**src/design/rpd_pkg.sv**
```systemverilog
// ----------------------------------------------------------------------------
// rpd_pkg
// Shared constants, codes and types of the ring peak decimator.
// ----------------------------------------------------------------------------
package rpd_pkg;

  localparam int RING_DEPTH  = 8192;
  localparam int MAX_COLUMNS = 2048;

  localparam int PTR_W    = $clog2(RING_DEPTH);
  localparam int CNT_W    = $clog2(RING_DEPTH + 1);
  localparam int AMP_W    = 8;
  localparam int SAMPLE_W = 9;
  localparam int COL_W    = 11;
  localparam int COLS_W   = 12;
  localparam int WIN_W    = 14;
  localparam int CMP_W    = (CNT_W > WIN_W) ? CNT_W : WIN_W;
  localparam int DIV_W    = COL_W + 1 + CNT_W;
  localparam int DCNT_W   = $clog2(DIV_W);
  localparam int ADDR_W   = CNT_W + 1;

  localparam int CFG_IDX_W = 1;
  localparam int CFG_W     = 14;
  localparam int IN_DATA_W  = 24;
  localparam int OUT_DATA_W = 24;

  localparam logic [CFG_IDX_W-1:0] CFG_WINDOW  = 1'b0;
  localparam logic [CFG_IDX_W-1:0] CFG_COLUMNS = 1'b1;

  localparam logic [WIN_W-1:0]  WINDOW_RESET  = WIN_W'(1000);
  localparam logic [COLS_W-1:0] COLUMNS_RESET = COLS_W'(512);

  localparam logic OP_PUSH  = 1'b0;
  localparam logic OP_QUERY = 1'b1;

  localparam int MARK_BIT = 8;

  typedef enum logic [3:0] {
    ST_IDLE,
    ST_PREP,
    ST_LOAD_FROM,
    ST_DIV_FROM,
    ST_LOAD_TO,
    ST_DIV_TO,
    ST_SAVE_TO,
    ST_WALK,
    ST_DRAIN,
    ST_FINISH
  } rpd_state_e;

  typedef struct packed {
    logic push;
    logic start;
    logic prep;
    logic load_from;
    logic load_to;
    logic div_step;
    logic save_to;
    logic walk_issue;
    logic load_out;
  } rpd_cmd_t;

  typedef struct packed {
    logic valid;
    logic div_last;
    logic walk_last;
    logic out_busy;
  } rpd_status_t;

  typedef struct packed {
    logic [AMP_W-1:0] last_amplitude;
    logic             enough_data;
    logic             restart_seen;
    logic [AMP_W-1:0] peak_amplitude;
  } rpd_result_t;

endpackage

```
**src/design/rpd_ctrl.sv**
```systemverilog
// ----------------------------------------------------------------------------
// rpd_ctrl
// Sequencer for pushes and column queries: divisions, store walk, result.
// ----------------------------------------------------------------------------
module rpd_ctrl
  import rpd_pkg::*;
(
  input  logic        clk_i,
  input  logic        rst_ni,
  input  logic        in_valid_i,
  input  logic        in_op_i,
  output logic        in_ready_o,
  input  rpd_status_t status_i,
  output rpd_cmd_t    cmd_o
);

  rpd_state_e state_q, state_d;

  always_ff @(posedge clk_i or negedge rst_ni) begin
    if (!rst_ni) begin
      state_q <= ST_IDLE;
    end else begin
      state_q <= state_d;
    end
  end

  always_comb begin
    state_d = state_q;
    unique case (state_q)
      ST_IDLE: begin
        if (in_valid_i && (in_op_i == OP_QUERY)) state_d = ST_PREP;
      end
      ST_PREP:      state_d = ST_LOAD_FROM;
      ST_LOAD_FROM: state_d = status_i.valid ? ST_DIV_FROM : ST_FINISH;
      ST_DIV_FROM: begin
        if (status_i.div_last) state_d = ST_LOAD_TO;
      end
      ST_LOAD_TO:   state_d = ST_DIV_TO;
      ST_DIV_TO: begin
        if (status_i.div_last) state_d = ST_SAVE_TO;
      end
      ST_SAVE_TO:   state_d = ST_WALK;
      ST_WALK: begin
        if (status_i.walk_last) state_d = ST_DRAIN;
      end
      ST_DRAIN:     state_d = ST_FINISH;
      ST_FINISH: begin
        if (!status_i.out_busy) state_d = ST_IDLE;
      end
      default:      state_d = ST_IDLE;
    endcase
  end

  always_comb begin
    cmd_o      = '0;
    in_ready_o = 1'b0;
    unique case (state_q)
      ST_IDLE: begin
        in_ready_o  = 1'b1;
        cmd_o.push  = in_valid_i && (in_op_i == OP_PUSH);
        cmd_o.start = in_valid_i && (in_op_i == OP_QUERY);
      end
      ST_PREP:      cmd_o.prep = 1'b1;
      ST_LOAD_FROM: cmd_o.load_from = 1'b1;
      ST_DIV_FROM:  cmd_o.div_step = 1'b1;
      ST_LOAD_TO:   cmd_o.load_to = 1'b1;
      ST_DIV_TO:    cmd_o.div_step = 1'b1;
      ST_SAVE_TO:   cmd_o.save_to = 1'b1;
      ST_WALK:      cmd_o.walk_issue = 1'b1;
      ST_DRAIN:     cmd_o = '0;
      ST_FINISH:    cmd_o.load_out = !status_i.out_busy;
      default:      cmd_o = '0;
    endcase
  end

endmodule

```
**config.mk**
```make
export PLATFORM = sky130hd
export DESIGN_NAME = rpd_ctrl
export DESIGN_NICKNAME = d
export VERILOG_FILES = /design/src/design/rpd_pkg.sv /design/src/design/rpd_ctrl.sv
export SDC_FILE = /design/constraint.sdc
export NUM_CORES = 1
export LEC_CHECK = 0
export BUFFER_PORTS_ARGS = -buffer_cell sky130_fd_sc_hd__buf_2
export CORE_AREA = 4 4 41 43
export DETAILED_ROUTE_END_ITERATION = 6
export DIE_AREA = 0 0 45 47
export PLACE_DENSITY_LB_ADDON = 0.1
export SLEW_MARGIN = 20
export SYNTH_ARGS = -nofsm -noshare
export SYNTH_HDL_FRONTEND = slang
export SYNTH_SLANG_ARGS = --single-unit
```
**constraint.sdc**
```tcl
create_clock -name clk_i -period 4.2 [get_ports clk_i]
set_clock_uncertainty 0.1 [all_clocks]
set_input_delay 0.21 -clock clk_i [delete_from_list [all_inputs] [get_ports clk_i]]
set_output_delay 0.21 -clock clk_i [all_outputs]
set_load 0.05 [all_outputs]
```
**Yosys cells after proc, flatten, opt, wreduce, memory -nomap -nowiden**

Cells that the tools add are included.

- Register bits: 4
- Memories: 0
- Bits in latches: 0
- Bits in read-only memories: 0
- Bits in writable memories: 0

- Bitwise logic cells: 1
- Div/mod/pow operators: 0
- Muxes and demuxes: 16
- Shift-type cells: 0
- Add/subtract/negate cells: 0
- Reductions and logical operators: 6
- $mul: 0
- Order comparisons: 0
- Equal/unequal tests: 14

Operators with widths:

| cell | number |
|---|---|
| 4-bit one-hot mux with 10 select lines | 1 |
| 4-bit two-way mux | 6 |
| 4-bit by 3-bit equality test with 1-bit output (second input constant) | 4 |
| 2-bit != test (second input constant) | 5 |
| 4-bit by 2-bit equality test with 1-bit output (second input constant) | 2 |
| 4-bit equality test (second input constant) | 2 |
| 1-bit two-way mux | 8 |
| 5-bit AND reduction | 1 |
| 4-bit by 1-bit equality test with 1-bit output (second input constant) | 1 |
| 4-bit zero test | 1 |
| 1-bit logical AND | 2 |
| 2-bit two-way mux | 1 |
| 2-bit OR reduction | 1 |
| 1-bit zero test | 1 |
| 1-bit inverter | 1 |

**Depth between registers and ports, before layout**

Gate-level depths: netlist of run 1.

- Depth in word-level cells: 3
- Mapped depth: 5
- Mapped depth without buffers: 4

**Least setup slack after synthesis of run 1**

OpenSTA, ideal clock, no wires.

- Kind: reg2out
- From: register state_q[3]
- To: output port cmd_o[0] in the netlist's numbering
- Setup slack: 1.533 ns
- Stages on the path, launching flop included: 3
- Arrival time: 2.357 ns
- Cells stage by stage: dfrtp_1 clkbuf_1 nor4b_1

RTL lines:

| element | line | RTL |
|---|---|---|
| start, declared | rpd_ctrl.sv:17 | `rpd_state_e state_q, state_d;` |
| start signal, assigned | rpd_ctrl.sv:23 | `state_q <= state_d;` |
| end, declared | rpd_ctrl.sv:14 | `output rpd_cmd_t cmd_o` |

==> results.sh, run 1 <==
export IMPL_area_growth_pct=28.6
export IMPL_synth_nets=58
export IMPL_viasPerCell=5.00
export IMPL_worstReg2RegStart="state_q[2]"
export IMPL_top_regs="state_q: 4 flops"
export IMPL_max_cap_violations=0
export IMPL_synth_enable_flop_cells=0
export IMPL_rr_worst_depth=4
export IMPL_top_layer="met3"
export IMPL_switching_power_uw=254
export IMPL_antenna_found_initial=0
export IMPL_fin_crit_sh=0.459
export IMPL_grt_pass1_vias=373
export IMPL_power_uw=439
export IMPL_power_leakage_uw=0.000259
export IMPL_met3_length_um=67
export IMPL_slew_viol_final=0
export IMPL_totalWireLength_um=988
export IMPL_netlist_area_um2=407
export IMPL_num_nets_final=77
export IMPL_finalHoldViolCount=0
export IMPL_synth_area_per_cell_um2=8.13
export IMPL_dieWidth_um=45
export IMPL_power_frac_seq=0.268
export IMPL_start_kind="register"
export IMPL_synthFlopType="dfrtp_1"
export IMPL_synth_area_leaders="dfrtp_1, nand2b_1, nor4_4"
export IMPL_p_sw_frac=0.578
export IMPL_gp_congestion=0.773
export IMPL_p_int_uw=185
export IMPL_regArea_um2=100
export IMPL_io_buffers=17
export IMPL_dpl_cell_count=78
export IMPL_htree_num_levels=1
export IMPL_clock_latency_ns=0.23
export IMPL_pin_count=18
export IMPL_drtIter0Drc=1
export IMPL_cts_tree="yes"
export IMPL_drc=0
export IMPL_synth_distinct_cells=31
export IMPL_clockBufferDepth=2
export IMPL_fin_cells=82
export IMPL_num_rows=13
export IMPL_tightest_slew_ns=0.503
export IMPL_numCtsBuffers=3
export IMPL_setup_slack_ns=2.27
export IMPL_p_clk_frac=0.104
export IMPL_finalSetupTns_ns=0
export IMPL_fin_crit_ns=1.93
export IMPL_cts_sinks=4
export IMPL_vias=410
export IMPL_max_clock_freq_ghz=0.519
export IMPL_synth_yosys_seq_area_share=0.246
export IMPL_rsz0062_at_grt="no"
export IMPL_dr_pass1_iters=4
export IMPL_synth_cells=50
export IMPL_chipHeight_um=47
export IMPL_antenna_cells=0
export IMPL_grt_max_degree=16
export IMPL_cts_resized=0
export IMPL_ys_top_cells_by_count="nand2_1, nand2b_1, dfrtp_1, nor2_1, nor3_1"
export IMPL_core_area_mm2=0.00130
export IMPL_grt_pass1_wl_um=1630
export IMPL_final_antenna_net_count=0
export IMPL_crit_type="reg2out"
export IMPL_r2r_end="state_q[1]"
export IMPL_p_comb_frac=0.628
export IMPL_clk_pin_slew_ns=0.04
export IMPL_reg2reg_slack_ns=2.41
export IMPL_grt_util_all_layers=0.106
export IMPL_utilization=0.402
export IMPL_slew_limit_headroom=0.665
export IMPL_hold_path_class="in2async"
export IMPL_wl_per_cell_um=12.0
export IMPL_setup_viol=0
export IMPL_async_flop_share=1.00
export IMPL_power_density_mw_per_mm2=839
export IMPL_status="finished, final reports clean"
export IMPL_largest_reg_flops=4
export IMPL_die_area_mm2=0.00212
export IMPL_hpwl_um=740
export IMPL_met2_length_um=445
export IMPL_endpoint="cmd_o[7]"
export IMPL_post_place_ws_ns=2.40
export IMPL_multi_input_area_um2=283
export IMPL_nFillCells=138
export IMPL_netlist_area_leader_share=0.246
export IMPL_ys_ff_latch=4
export IMPL_crit_required_ns=3.89
export IMPL_wl_met1_um=474
export IMPL_endpoint_kind="output port"
export IMPL_yosys_area_top_type="dfrtp_1"
export IMPL_vdd_drop_max_v=0.000432
export IMPL_cts_root_buf="clkbuf_4"
export IMPL_largest_register="state_q"
export IMPL_yosys_warnings=0
export IMPL_cp_startpoint="state_q[2]"
export IMPL_crit_fanout=15
export IMPL_gr_total_overflow=0
export IMPL_drive_gt1_frac=0.328
export IMPL_arrival_ns=1.62
export IMPL_start_util=0.313
-- critical path: stages (launching register included) --
cell     delay [ns]
dfrtp_1        0.55
nor4_4         0.39
and3_1         0.19
buf_2          0.26
-- repair_timing --
item | in CTS | in global routing
setup buffers | 0 | 0
hold endpoints to repair | 4 | 0
hold buffers | 1 | 0
-- logic make-up (layout without fill, tap and decap cells) --
family                    count (synthesis)  after routing  share of synthesized area
buffers and inverters                     5             22                     0.0585
muxes                                     2              2                     0.0523
DFF                                       4              4                      0.246
AOI/OAI and AO/OA                        11             11                      0.200
xor gates and xnor gates                  1              1                     0.0215
and+or+nand+nor                          27             27                      0.422
-- final cells by class --
type / count / share of cell area
flip-flops and latches: 4 / 0.191
clock buffers: 3 / 0.0431
repair buffers: 18 / 0.182
multi-input cells: 41 / 0.541
well taps: 15 / 0.0359
inverters: 1 / 0.00718
-- cell usage in the layout, fill, tap and decap left out, drive strengths merged, types with 2 or more instances in the layout --
cell,n
nor2,4
nand2,5
nand2b,5
nor3,4
o21ai,2
a21oi,2
clkbuf,3
a21boi,2
dfrtp,4
buf,17
-- routing by layer --
metal | vias up | GRT usage
met2 | 14 | 0.161
met1 | 175 | 0.140
met4 | 0 | 0.0760
met3 | 0 | 0.0115
li1 | 221 | -
met5 | - | 0
-- worst min-delay path by stage --
stage / from / to / slack (ns) / cells after the start
final: rst_ni / state_q[2] / 0.21 / 2
after detailed placement: rst_ni / state_q[1] / -0.08 / 1
after global routing: rst_ni / state_q[1] / 0.21 / 2
after CTS: rst_ni / state_q[2] / 0.20 / 2
after global placement: rst_ni / state_q[1] / -0.08 / 1
after floorplan: rst_ni / state_q[0] / -0.19 / 0
-- per-stage QoR --
step / cell area [µm²] / hold WS (ns)
2_1_floorplan: 407 / -0.186
4_1_cts: 523 / 0.202
5_1_grt: 523 / 0.213
3_5_place_dp: 490 / -0.0839
3_3_place_gp: 490 / -0.0806
6_report: 523 / 0.209
-- power by group through the flow --
stage | clock network [µW] | logic, µW | registers [µW]
global route | 54.9 | 300 | 125
finish | 45.6 | 276 | 117
floorplan | 0 | 274 | 70.1
detailed placement | 0 | 278 | 117
CTS | 49.3 | 279 | 116
global placement | 0 | 280 | 118
Note: power is estimated with default switching activity, not from simulation.
==> run 2: changes to the inputs <==
- clock period: 4.2 -> 1.8 ns (I/O delays scaled with it)
==> results.sh, run 2 (synthesized netlist as in run 1, its figures left out) <==
export IMPL_dr_pass1_iters=4
export IMPL_top_regs="state_q: 4 flops"
export IMPL_clock_latency_ns=0.24
export IMPL_max_clock_freq_ghz=0.582
export IMPL_io_buffers=17
export IMPL_crit_required_ns=1.61
export IMPL_arrival_ns=1.53
export IMPL_cts_root_buf="clkbuf_4"
export IMPL_rr_worst_depth=4
export IMPL_p_sw_frac=0.552
export IMPL_layout_commonest_cell="buf_2"
export IMPL_max_cap_violations=0
export IMPL_slew_viol_final=0
export IMPL_dpl_cell_count=82
export IMPL_start_util=0.313
export IMPL_clockBufferDepth=2
export IMPL_nFillCells=147
export IMPL_crit_fanout=7
export IMPL_finalSetupTns_ns=0
export IMPL_dieWidth_um=45
export IMPL_chipHeight_um=47
export IMPL_numCtsBuffers=3
export IMPL_clk_pin_slew_ns=0.04
export IMPL_num_rows=13
export IMPL_worstReg2RegStart="state_q[1]"
export IMPL_totalWireLength_um=1060
export IMPL_power_uw=1160
export IMPL_vdd_drop_max_v=0.000842
export IMPL_tightest_slew_ns=0.327
export IMPL_antenna_found_initial=0
export IMPL_status="finished, final reports clean"
export IMPL_drc=0
export IMPL_drtIter0Drc=7
export IMPL_drive_gt1_frac=0.514
export IMPL_fin_crit_sh=0.955
export IMPL_power_leakage_uw=0.000285
export IMPL_reg2reg_slack_ns=0.13
export IMPL_crit_type="reg2out"
export IMPL_die_area_mm2=0.00212
export IMPL_power_density_mw_per_mm2=1950
export IMPL_largest_register="state_q"
export IMPL_grt_util_all_layers=0.119
export IMPL_p_clk_frac=0.108
export IMPL_holdWs_ns=0.0838
export IMPL_grt_max_degree=11
export IMPL_cts_tree="yes"
export IMPL_rsz0062_at_grt="no"
export IMPL_largest_reg_flops=4
export IMPL_num_nets_final=81
export IMPL_utilization=0.459
export IMPL_power_frac_seq=0.205
export IMPL_endpoint_kind="output port"
export IMPL_gp_congestion=0.745
export IMPL_start_kind="register"
export IMPL_fin_crit_ns=1.72
export IMPL_hpwl_um=856
export IMPL_core_area_mm2=0.00130
export IMPL_switching_power_uw=640
export IMPL_gr_total_overflow=0
export IMPL_wl_per_cell_um=12.2
export IMPL_hold_path_class="in2async"
export IMPL_vias=441
export IMPL_layout_common_cells="buf_2, nand2b_1, nand2_1, clkbuf_4, buf_4"
export IMPL_setup_viol=0
export IMPL_finalHoldViolCount=0
export IMPL_multi_input_area_um2=317
export IMPL_grt_pass1_wl_um=1840
export IMPL_cts_sinks=4
export IMPL_grt_pass1_vias=416
export IMPL_slew_limit_headroom=0.779
export IMPL_p_comb_frac=0.687
export IMPL_r2r_end="state_q[1]"
export IMPL_regArea_um2=104
export IMPL_viasPerCell=5.07
export IMPL_final_antenna_net_count=0
export IMPL_p_int_uw=520
export IMPL_htree_num_levels=1
export IMPL_fin_cells=87
export IMPL_pin_count=18
export IMPL_antenna_cells=0
export IMPL_area_growth_pct=46.8
run 2: cell count changes in the layout (fill, tap and decap cells not counted), sizes merged:
cell	before	now
buf	17	20
clkbuf	3	5
run 2: final cells by class:
type                            count  share of cell area
Timing Repair Buffer               22               0.214
Tap cell                           15              0.0314
Sequential cell                     4               0.174
Multi-Input combinational cell     41               0.530
Inverter                            1             0.00629
Clock buffer                        4              0.0440
run 2: repair_timing:
action	CTS	global route
hold endpoints to repair	4	0
endpoints found under the setup margin	0	2
hold buffers	1	0
buffers inserted	0	0
gates resized for setup	0	4
run 2: worst max-delay path by stage:
stage	cells past startpoint	endpoint	startpoint	slack, ns
after CTS	4	cmd_o[8]	state_q[2]	0.04
final	3	cmd_o[7]	state_q[1]	0.08
after global placement	4	state_q[1]	state_q[2]	0.18
after global routing	3	cmd_o[7]	state_q[1]	0.006
after floorplan	4	state_q[1]	state_q[2]	-0.27
after detailed placement	4	state_q[3]	state_q[1]	0.13
run 2: metal layers:
metal | wire (µm) | part of all wire | GRT usage
met2 | 443 | 0.42 | 0.158
met3 | 68 | 0.064 | 0.0383
met4 | 8 | 0.0075 | 0.0351
met5 | 0 | 0 | 0
met1 | 544 | 0.51 | 0.178
run 2: critical path, stage by stage, from the launching register on:
cell     delay [ns]
dfrtp_2        0.46
nor4_4         0.36
and3_2         0.21
buf_2          0.25
run 2: power by group through the flow:
stage | sequential [µW] | combinational [µW] | clock, µW
floorplan | 166 | 697 | 0
global placement | 238 | 795 | 0
detailed placement | 233 | 792 | 0
CTS | 234 | 798 | 130
global route | 251 | 863 | 134
finish | 238 | 798 | 126
run 2: through the flow:
| stage | setup WS [ns] | area [µm²] |
|---|---|---|
| CTS | 0.0408 | 589 |
| global placement | 0.177 | 553 |
| detailed placement | 0.126 | 553 |
| finish | 0.0817 | 597 |
| floorplan | -0.270 | 442 |
| global route | 0.00648 | 597 |
==> run 3: changes to the inputs <==
- MAX_ROUTING_LAYER: not set -> met4
- REMOVE_ABC_BUFFERS: not set -> 1
==> results.sh, run 3 (synthesized netlist as in run 1, its figures left out) <==
export IMPL_p_comb_frac=0.691
export IMPL_max_clock_freq_ghz=0.590
export IMPL_path_buf_inv=2
export IMPL_antenna_found_initial=0
export IMPL_crit_type="reg2out"
export IMPL_crit_required_ns=1.61
export IMPL_viasPerCell=4.94
export IMPL_nFillCells=148
export IMPL_max_cap_violations=0
export IMPL_core_area_mm2=0.00130
export IMPL_fin_crit_sh=0.942
export IMPL_post_place_ws_ns=0.173
export IMPL_gr_total_overflow=0
export IMPL_totalWireLength_um=1070
export IMPL_p_clk_frac=0.098
export IMPL_die_area_mm2=0.00212
export IMPL_start_kind="register"
export IMPL_regArea_um2=104
export IMPL_grt_max_degree=11
export IMPL_dieWidth_um=45
export IMPL_final_antenna_net_count=0
export IMPL_top_regs="state_q: 4 flops"
export IMPL_num_nets_final=82
export IMPL_wl_per_cell_um=12.3
export IMPL_layout_commonest_cell="buf_2"
export IMPL_largest_reg_flops=4
export IMPL_layout_common_cells="buf_2, buf_4, nand2b_1, nand2_1"
export IMPL_cts_setup_buffers=0
export IMPL_cts_root_buf="clkbuf_4"
export IMPL_crit_fanout=8
export IMPL_drc=0
export IMPL_io_buffers=17
export IMPL_finalSetupTns_ns=0
export IMPL_clk_pin_slew_ns=0.04
export IMPL_area_growth_pct=40.0
export IMPL_hpwl_um=853
export IMPL_reg2reg_slack_ns=0.22
export IMPL_p_int_uw=502
export IMPL_grt_pass1_vias=400
export IMPL_pin_count=18
export IMPL_critPathTopFamily="flip-flops"
export IMPL_switching_power_uw=610
export IMPL_vias=430
export IMPL_rsz0062_at_grt="no"
export IMPL_arrival_ns=1.50
export IMPL_power_frac_seq=0.212
export IMPL_cts_tree="yes"
export IMPL_power_leakage_uw=0.000280
export IMPL_grt_pass1_wl_um=1840
export IMPL_hold_path_class="in2async"
export IMPL_clock_latency_ns=0.23
export IMPL_drive_gt1_frac=0.417
export IMPL_setup_slack_ns=0.105
export IMPL_tightest_slew_ns=0.306
export IMPL_slowest_delay_ns=0.46
export IMPL_clockBufferDepth=2
export IMPL_setup_viol=0
export IMPL_antenna_cells=0
export IMPL_cp_cell_sequence="nor4_4, buf_4, and3_1, clkbuf_4"
export IMPL_drtIter0Drc=2
export IMPL_num_rows=13
export IMPL_slew_viol_final=0
export IMPL_chipHeight_um=47
export IMPL_dr_pass1_iters=4
export IMPL_start_util=0.313
export IMPL_rr_worst_depth=4
export IMPL_crit_cells=4
export IMPL_cp_slowest_cell="dfrtp_2"
export IMPL_gp_congestion=0.721
export IMPL_cts_sinks=4
export IMPL_multi_input_area_um2=283
export IMPL_power_density_mw_per_mm2=1950
export IMPL_p_sw_frac=0.549
export IMPL_fin_crit_ns=1.69
export IMPL_endpoint_kind="output port"
export IMPL_htree_num_levels=1
export IMPL_slew_limit_headroom=0.793
export IMPL_finalHoldViolCount=0
export IMPL_status="finished, final reports clean"
export IMPL_numCtsBuffers=3
export IMPL_grt_util_all_layers=0.124
export IMPL_vdd_drop_max_v=0.000780
export IMPL_holdWs_ns=0.0895
export IMPL_largest_register="state_q"
## run 3: area by class of cell
class	count	area share
Clock buffer	3	0.0396
Inverter	1	0.00659
Multi-Input combinational cell	41	0.497
Sequential cell	4	0.182
Tap cell	15	0.0330
Timing Repair Buffer	23	0.242
## run 3: timing repair
item | 4_1_cts | 5_1_grt
hold buffers | 1 | 0
resized for setup | 0 | 6
endpoints found under the setup margin | 0 | 5
endpoints found under the hold margin | 4 | 0
## run 3: final timing paths
kind,from,end
worst max-delay path,state_q[2],cmd_o[7]
worst min-delay path,rst_ni,state_q[0]
worst max register to register,state_q[2],state_q[1]
worst min register to register,state_q[2],state_q[2]
max in group asynchronous,rst_ni,state_q[3]
min in group clk_i,status_i[2],state_q[3]
## run 3: through the flow
| stage | util | std cells | instance area, µm² | total power [µW] |
|---|---|---|---|---|
| after global placement | 0.406 | 83 | 528 | 1000 |
| after detailed placement | 0.406 | 83 | 528 | 999 |
| after floorplan | - | 46 | 387 | 770 |
| after CTS | 0.431 | 87 | 561 | 1120 |
| after global routing | 0.438 | 87 | 569 | 1210 |
| final | 0.438 | 87 | 569 | 1110 |
## run 3: power by group through the flow
stage | Combinational, µW | Sequential (µW) | Clock [µW]
after floorplan | 534 | 237 | 0
after global placement | 770 | 230 | 0
after detailed placement | 769 | 230 | 0
after CTS | 772 | 229 | 115
after global routing | 842 | 250 | 116
final | 768 | 235 | 108
## run 3: per-layer routing
layer	GRT usage	vias up	routed length, µm
li1	-	226	-
met1	0.171	188	490
met2	0.184	16	494
met3	0.0115	0	86
met4	0.0526	0	0
met5	-	-	0
## run 3: worst register-to-register path: stages, from the launching register on
cell,delay (ns)
dfrtp_2,0.46
nor4bb_1,0.36
o21ai_2,0.11
nand3_1,0.09
mux2_1,0.33
